## src/rtl/fpss_pkg.sv

```systemverilog
package fpss_pkg;

   // fixed field widths
   localparam int DATA_W      = 32;
   localparam int SLOT_WORDS  = 8;
   localparam int WORD_IDX_W  = 3;
   localparam int WCNT_W      = WORD_IDX_W + 1;
   localparam int OFF_W       = 7;
   localparam int LIMIT_W     = 16;
   localparam int CMD_W       = 2;
   localparam int STATUS_W    = 2;

   // default page geometry
   localparam int PAGE_WORDS_DEF  = 512;
   localparam int INDEX_WORDS_DEF = 64;

   // config port
   localparam int CSR_ADDR_W = 3;
   localparam int CSR_DATA_W = 32;
   localparam int CSR_IDX_W  = CSR_ADDR_W - 2;
   localparam logic [CSR_IDX_W-1:0] REG_WRITE_LIMIT = CSR_IDX_W'(0);
   localparam logic [LIMIT_W-1:0]   LIMIT_RESET     = LIMIT_W'(32);

   // stream payload widths
   localparam int REQ_DATA_W = SLOT_WORDS * DATA_W;
   localparam int RSP_BITS   = OFF_W + SLOT_WORDS * DATA_W;
   localparam int RSP_DATA_W = ((RSP_BITS + 7) / 8) * 8;
   localparam int RSP_PAD_W  = RSP_DATA_W - RSP_BITS;

   // commands
   localparam logic [CMD_W-1:0] CMD_READ  = 2'd0;
   localparam logic [CMD_W-1:0] CMD_WRITE = 2'd1;
   localparam logic [CMD_W-1:0] CMD_ERASE = 2'd2;
   localparam logic [CMD_W-1:0] CMD_NOP   = 2'd3;

   // result status
   localparam logic [STATUS_W-1:0] STAT_OK      = 2'd0;
   localparam logic [STATUS_W-1:0] STAT_NO_DATA = 2'd1;
   localparam logic [STATUS_W-1:0] STAT_LIMIT   = 2'd2;
   localparam logic [STATUS_W-1:0] STAT_ERASED  = 2'd3;

   typedef logic [SLOT_WORDS-1:0][DATA_W-1:0] word_array_type;

endpackage

```

## src/rtl/fpss_ctrl.sv

```systemverilog
module fpss_ctrl #(
   parameter int SLOT_COUNT = 56
) (
   input  logic clock,
   input  logic reset,
   input  logic req_valid,
   output logic req_ready,
   input  logic [fpss_pkg::CMD_W-1:0] req_cmd,
   input  fpss_pkg::word_array_type req_words,
   input  logic [fpss_pkg::LIMIT_W-1:0] write_limit,
   output logic mem_we,
   output logic [((SLOT_COUNT > 1) ? $clog2(SLOT_COUNT) : 1) + fpss_pkg::WORD_IDX_W - 1:0] mem_addr,
   output logic [fpss_pkg::DATA_W-1:0] mem_wdata,
   input  logic [fpss_pkg::DATA_W-1:0] mem_rdata,
   output logic rsp_valid,
   input  logic rsp_ready,
   output logic [fpss_pkg::STATUS_W-1:0] rsp_status,
   output logic [fpss_pkg::OFF_W-1:0] rsp_offset,
   output fpss_pkg::word_array_type rsp_words
);
   import fpss_pkg::*;

   localparam int SLOT_IDX_W = (SLOT_COUNT > 1) ? $clog2(SLOT_COUNT) : 1;
   localparam int CNT_W      = $clog2(SLOT_COUNT + 1);

   localparam logic [1:0] S_IDLE = 2'd0;
   localparam logic [1:0] S_WR   = 2'd1;
   localparam logic [1:0] S_RD   = 2'd2;
   localparam logic [1:0] S_DONE = 2'd3;

   localparam logic [1:0] WSEL_ZERO = 2'd0;
   localparam logic [1:0] WSEL_ONES = 2'd1;
   localparam logic [1:0] WSEL_DATA = 2'd2;

   logic [1:0]            state_ff, state_in;
   logic [WCNT_W-1:0]     cnt_ff, cnt_in;
   logic [CNT_W-1:0]      count_ff, count_in;
   logic [LIMIT_W-1:0]    writes_done_ff, writes_done_in;
   logic                  erase_used_ff, erase_used_in;
   logic [SLOT_IDX_W-1:0] slot_ff, slot_in;
   word_array_type        data_ff, data_in;
   logic [STATUS_W-1:0]   stat_ff, stat_in;
   logic [OFF_W-1:0]      off_ff, off_in;
   logic [1:0]            wsel_ff, wsel_in;
   logic                  rsp_valid_ff, rsp_valid_in;
   logic [STATUS_W-1:0]   rsp_stat_ff, rsp_stat_in;
   logic [OFF_W-1:0]      rsp_off_ff, rsp_off_in;
   word_array_type        rsp_words_ff, rsp_words_in;

   logic [SLOT_IDX_W-1:0] cur_slot;
   logic [SLOT_IDX_W-1:0] nxt_slot;
   logic [OFF_W-1:0]      cur_off;
   logic [WCNT_W-1:0]     cnt_dec;
   logic [WORD_IDX_W-1:0] rd_idx;

   // mark prefix length is the fill count, current slot is one below it
   assign cur_slot = SLOT_IDX_W'(count_ff - CNT_W'(1));
   assign cur_off  = OFF_W'(count_ff) - OFF_W'(1);
   assign nxt_slot = (count_ff >= CNT_W'(SLOT_COUNT)) ? '0 : SLOT_IDX_W'(count_ff);
   assign cnt_dec  = cnt_ff - WCNT_W'(1);
   assign rd_idx   = cnt_dec[WORD_IDX_W-1:0];

   always_comb begin
      state_in       = state_ff;
      cnt_in         = cnt_ff;
      count_in       = count_ff;
      writes_done_in = writes_done_ff;
      erase_used_in  = erase_used_ff;
      slot_in        = slot_ff;
      data_in        = data_ff;
      stat_in        = stat_ff;
      off_in         = off_ff;
      wsel_in        = wsel_ff;
      rsp_valid_in   = rsp_valid_ff;
      rsp_stat_in    = rsp_stat_ff;
      rsp_off_in     = rsp_off_ff;
      rsp_words_in   = rsp_words_ff;
      req_ready      = (state_ff == S_IDLE);
      mem_we         = 1'b0;
      mem_addr       = {slot_ff, cnt_ff[WORD_IDX_W-1:0]};
      mem_wdata      = data_ff[cnt_ff[WORD_IDX_W-1:0]];

      if (rsp_valid_ff && rsp_ready) begin
         rsp_valid_in = 1'b0;
      end

      case (state_ff)
         S_IDLE: begin
            if (req_valid) begin
               data_in  = req_words;
               cnt_in   = '0;
               wsel_in  = WSEL_ZERO;
               stat_in  = STAT_OK;
               off_in   = cur_off;
               state_in = S_DONE;
               case (req_cmd)
                  CMD_READ: begin
                     if (count_ff == '0) begin
                        stat_in = STAT_NO_DATA;
                        off_in  = '1;
                        wsel_in = WSEL_ONES;
                     end else begin
                        wsel_in  = WSEL_DATA;
                        slot_in  = cur_slot;
                        state_in = S_RD;
                     end
                  end
                  CMD_WRITE: begin
                     if (writes_done_ff >= write_limit) begin
                        stat_in = STAT_LIMIT;
                     end else begin
                        // a full page wraps to slot 0, which drops every mark
                        writes_done_in = writes_done_ff + LIMIT_W'(1);
                        slot_in        = nxt_slot;
                        count_in       = CNT_W'(nxt_slot) + CNT_W'(1);
                        off_in         = OFF_W'(nxt_slot);
                        state_in       = S_WR;
                     end
                  end
                  CMD_ERASE: begin
                     if (erase_used_ff) begin
                        stat_in = STAT_ERASED;
                     end else begin
                        erase_used_in = 1'b1;
                        count_in      = '0;
                        off_in        = '1;
                     end
                  end
                  default: begin
                  end
               endcase
            end
         end
         S_WR: begin
            mem_we = 1'b1;
            cnt_in = cnt_ff + WCNT_W'(1);
            if (cnt_ff == WCNT_W'(SLOT_WORDS - 1)) begin
               state_in = S_DONE;
            end
         end
         S_RD: begin
            // read data arrives in the cycle after its address
            if (cnt_ff != '0) begin
               data_in[rd_idx] = mem_rdata;
            end
            cnt_in = cnt_ff + WCNT_W'(1);
            if (cnt_ff == WCNT_W'(SLOT_WORDS)) begin
               state_in = S_DONE;
            end
         end
         S_DONE: begin
            if (!rsp_valid_ff || rsp_ready) begin
               rsp_valid_in = 1'b1;
               rsp_stat_in  = stat_ff;
               rsp_off_in   = off_ff;
               case (wsel_ff)
                  WSEL_DATA: rsp_words_in = data_ff;
                  WSEL_ONES: rsp_words_in = '1;
                  default:   rsp_words_in = '0;
               endcase
               state_in = S_IDLE;
            end
         end
         default: begin
            state_in = S_IDLE;
         end
      endcase
   end

   always_ff @(posedge clock) begin
      if (reset) begin
         state_ff       <= S_IDLE;
         count_ff       <= '0;
         writes_done_ff <= '0;
         erase_used_ff  <= 1'b0;
         rsp_valid_ff   <= 1'b0;
      end else begin
         state_ff       <= state_in;
         count_ff       <= count_in;
         writes_done_ff <= writes_done_in;
         erase_used_ff  <= erase_used_in;
         rsp_valid_ff   <= rsp_valid_in;
      end
   end

   always_ff @(posedge clock) begin
      cnt_ff       <= cnt_in;
      slot_ff      <= slot_in;
      data_ff      <= data_in;
      stat_ff      <= stat_in;
      off_ff       <= off_in;
      wsel_ff      <= wsel_in;
      rsp_stat_ff  <= rsp_stat_in;
      rsp_off_ff   <= rsp_off_in;
      rsp_words_ff <= rsp_words_in;
   end

   assign rsp_valid  = rsp_valid_ff;
   assign rsp_status = rsp_stat_ff;
   assign rsp_offset = rsp_off_ff;
   assign rsp_words  = rsp_words_ff;

   a_count_range: assert property (@(posedge clock) disable iff (reset)
      count_ff <= CNT_W'(SLOT_COUNT))
      else $error("fill count beyond slot count");

   a_write_top_slot: assert property (@(posedge clock) disable iff (reset)
      mem_we |-> (CNT_W'(slot_ff) + CNT_W'(1) == count_ff))
      else $error("program outside the newest slot");

   a_erase_sticky: assert property (@(posedge clock) disable iff (reset)
      erase_used_ff |=> erase_used_ff)
      else $error("one-time erase flag dropped");

endmodule

```

## config.mk

```make
export PLATFORM = sky130hd
export DESIGN_NAME = fpss_ctrl
export DESIGN_NICKNAME = d
export VERILOG_FILES = /design/src/rtl/fpss_pkg.sv /design/src/rtl/fpss_ctrl.sv
export SDC_FILE = /design/constraint.sdc
export NUM_CORES = 1
export LEC_CHECK = 0
export BUFFER_PORTS_ARGS = -buffer_cell sky130_fd_sc_hd__buf_2
export CAP_MARGIN = 10
export CELL_PAD_IN_SITES_DETAIL_PLACEMENT = 1
export CELL_PAD_IN_SITES_GLOBAL_PLACEMENT = 1
export CORE_UTILIZATION = 46
export DETAILED_ROUTE_END_ITERATION = 10
export PLACE_DENSITY_LB_ADDON = 0.1
export SLEW_MARGIN = 5
export SYNTH_ARGS = -nofsm -noshare
export SYNTH_HDL_FRONTEND = slang
export SYNTH_SLANG_ARGS = --single-unit
```

## constraint.sdc

```tcl
create_clock -name clock -period 23.1 [get_ports clock]
set_input_delay 4.62 -clock clock [delete_from_list [all_inputs] [get_ports clock]]
set_output_delay 4.62 -clock clock [all_outputs]
set_load 0.01 [all_outputs]
```

==> metrics.md <==
| Metric | Value |
|---|---|
| Outcome | completed |
| Top_reg_cell synth | edfxtp_1 |
| Min-Delay Path Class | flop to flop |
| Gates resized, CTS repair | 0 |
| Total CTS buffers | 60 |
| Post-Syn Instances | 2195 |
| Final period util | 0.353 |
| Sequential fraction of the synthesis area | 0.644 |
| Crit path largest cell delay | about 0.99 ns |
| Layout cells sized above 1 | 0.305 |
| Most instantiated cells after synthesis | 542 x edfxtp_1, 291 x a21oi_1, 287 x inv_1, 283 x nor2_1, 256 x o22ai_1 |
| Antenna violations before repair | 7 |
| Clock transition at path regs | roughly 0.060 ns |
| Setup violators final | 0 |
| Yosys top cell area share | 0.624 |
| Clock root buffer | clkbuf_16 |
| Static leakage | approximately 13 nW |
| Pre-Repair DR Iteration Count | 5 |
| CTS tree | built |
| Area leader, netlist | edfxtp_1 |
| Final Util | 0.572 |
| Share of flip-flops with an asynchronous set or reset | 0 |
| Hold_buf cts | 0 |
| Worst Path Max Fanout | a little over 50 |
| Minimum clock period | 8.16 ns |
| Synth Net Count | 2533 |
| Slew @ Worst Pin | 1.16 ns |
| Core area | 0.0555 mm² |
| Worst hold slack | between 0.4 and 0.5 ns |
| Maximum root-to-sink buffer count | 3 |
| DIE AREA | 0.0577 mm² |
| Relative slew slack | 0.226 |
| Crit path launch type | flop |
| Final Skew | 0.0220 ns |
| WS Path Type | flop to output pin |
| Setup crit end kind | output pin |
| Die Y | 240 µm |
| Endpoints failing hold | 0 |
| Post-CTS setup buffers | 0 |
| Antenna Violating Nets Remaining | 0 |
| Vias in the first global route | about 22000 |
| Top-Level Pins | 619 |
| Total Nets Final | 3064 |
| DR DRC count | 0 |
| Worst EP required | 18.48 ns |
| DP HPWL | 74300 µm |
| Grt total ovfl | 0 |
| Maximum vdd drop | between 150 and 200 µV |
| I/O Buffers | ~620 |
| Clock Sinks | 568 |
| Synth Area per Inst | 11.9 µm² |
| Pin count of the biggest net entering global routing | 178 |
| R2r worst-path depth | 5 |
| DR vias/cell | 6.10 |
| Worst Hold Depth | 0 |
| GP Congestion | 0.926 |
| Pwr Density | 144 mW/mm² |
| GRT Total Usage | 0.364 |
| CP cell instances | buf_4 > mux4_2 > mux2_2 > buf_2 |
| Total of max-cap violations | 0 |
| Initial Util | 0.470 |
| Seq cells post-synth | ~570 |
| Crit path arrival time | 3.54 ns |
| Cell Rows | 86 |
| First-pass GRT wire length | 150000 µm |
| Syn-to-layout area delta | 21.8% |
| Mapped Area | between 0.02 and 0.03 mm² |
| CTS H-tree depth | 2 |
| Chip width | 240 µm |
| Post-synth EDFFs | 542 |
| Largest cells by area after synthesis | edfxtp_1 62%, o22ai_1 6.1%, a21oi_1 5.6% |
| Total Neg Setup Slack | 0 ns |
| Max Clock Freq | 123 MHz |
| Slew Viols, Final | 0 |
| Synth Warn # | 0 |
| Wire length per cell | 30.3 µm |
| Unrepaired setup endpoints after global routing | false |
| Yosys cell types | 50 |
| Vias | 21500 |
| Insertion delay to the later sink of the worst-skew pair | ~0.62 ns |
| Most frequent cell after synthesis | edfxtp_1 |
| Slowest cell on the critical path | edfxtp_1 |
| Post-Route WL | 107000 µm |
| Drt initial violations | 2207 |
==> metrics by stage <==
| step | cell area [µm²] | total power [W] | setup WS (ns) | cells |
|---|---|---|---|---|
| floorplan | 26100 | 0.00279 | 5.81 | 2195 |
| global placement | 29800 | 0.00353 | 15.39 | 3411 |
| detailed placement | 29800 | 0.00357 | 15.26 | 3411 |
| CTS | 31800 | 0.00456 | 14.98 | 3518 |
| global route | 31800 | 0.00472 | 14.91 | 3523 |
| finish | 31800 | 0.00458 | 14.94 | 3527 |
==> placed cells by master (no fill, tap or decap), types with 7 or more instances in the layout <==
cell type	count
mux4_2	64
dfxtp_1	26
bufinv_16	9
buf_2	618
a21oi_4	8
nand3_1	20
nor2_1	283
o22ai_1	256
inv_1	287
a21oi_1	283
o21ai_0	13
nor2b_1	7
nand4_1	8
diode_2	8
clkinv_1	16
clkbuf_16	61
ha_1	25
mux2_2	35
buf_4	23
edfxtp_1	542
nand2_1	62
clkbuf_1	14
==> power breakdown <==
group / switching [W] / internal [W] / total (W)
sequential: 0.000240 / 0.00162 / 0.00186
clock: 0.000409 / 0.000579 / 0.000988
combinational: 0.00116 / 0.000573 / 0.00173
==> logic make-up after synthesis <==
logic type	Yosys count	synth area share
compound gates	591	0.130
simple gates	435	0.0709
buf+inv	462	0.0675
mux	103	0.0719
xor+xnor	8	0.00269
fa+ha+maj	28	0.0134
flops	568	0.644
==> area by class of cell <==
type	instances	area (µm²)
well taps	748	936
multi-input cells	1165	7690
clock inverters	32	368
inverters	287	1080
flip-flops and latches	568	16800
clock buffers	75	1580
fillers	5968	23700
diodes	8	20.0
repair buffers	644	3310
==> state kept, by name (all words and copies together) (netlist names), 4 cells and up <==
register and cells:
data_ff 256, rsp_words 256, writes_done_ff 16, off_ff 7, rsp_offset 7, count_ff 6
slot_ff 6, cnt_ff 4
==> worst paths after layout <==
check                  end  slack, ns  startpoint
max          mem_wdata[21]      14.94   cnt_ff[1]
min          rsp_offset[5]       0.43   off_ff[5]
max reg2reg   data_ff[141]      18.72   cnt_ff[2]
min reg2reg  rsp_offset[5]       0.43   off_ff[5]
==> per-layer routing <==
metal / GRT usage / routed length [µm]
met4: 0.225 / 7150
met1: 0.445 / 37900
met5: 0 / 23
met3: 0.0610 / 9570
met2: 0.604 / 52100
==> worst max-delay path: cells and delay by family, from the launching register on <==
family | cells | cell delay (ns)
mux | 2 | 0.85
flops | 1 | 0.99
buf+inv | 2 | 1.02
(Power assumes the default switching activity.)
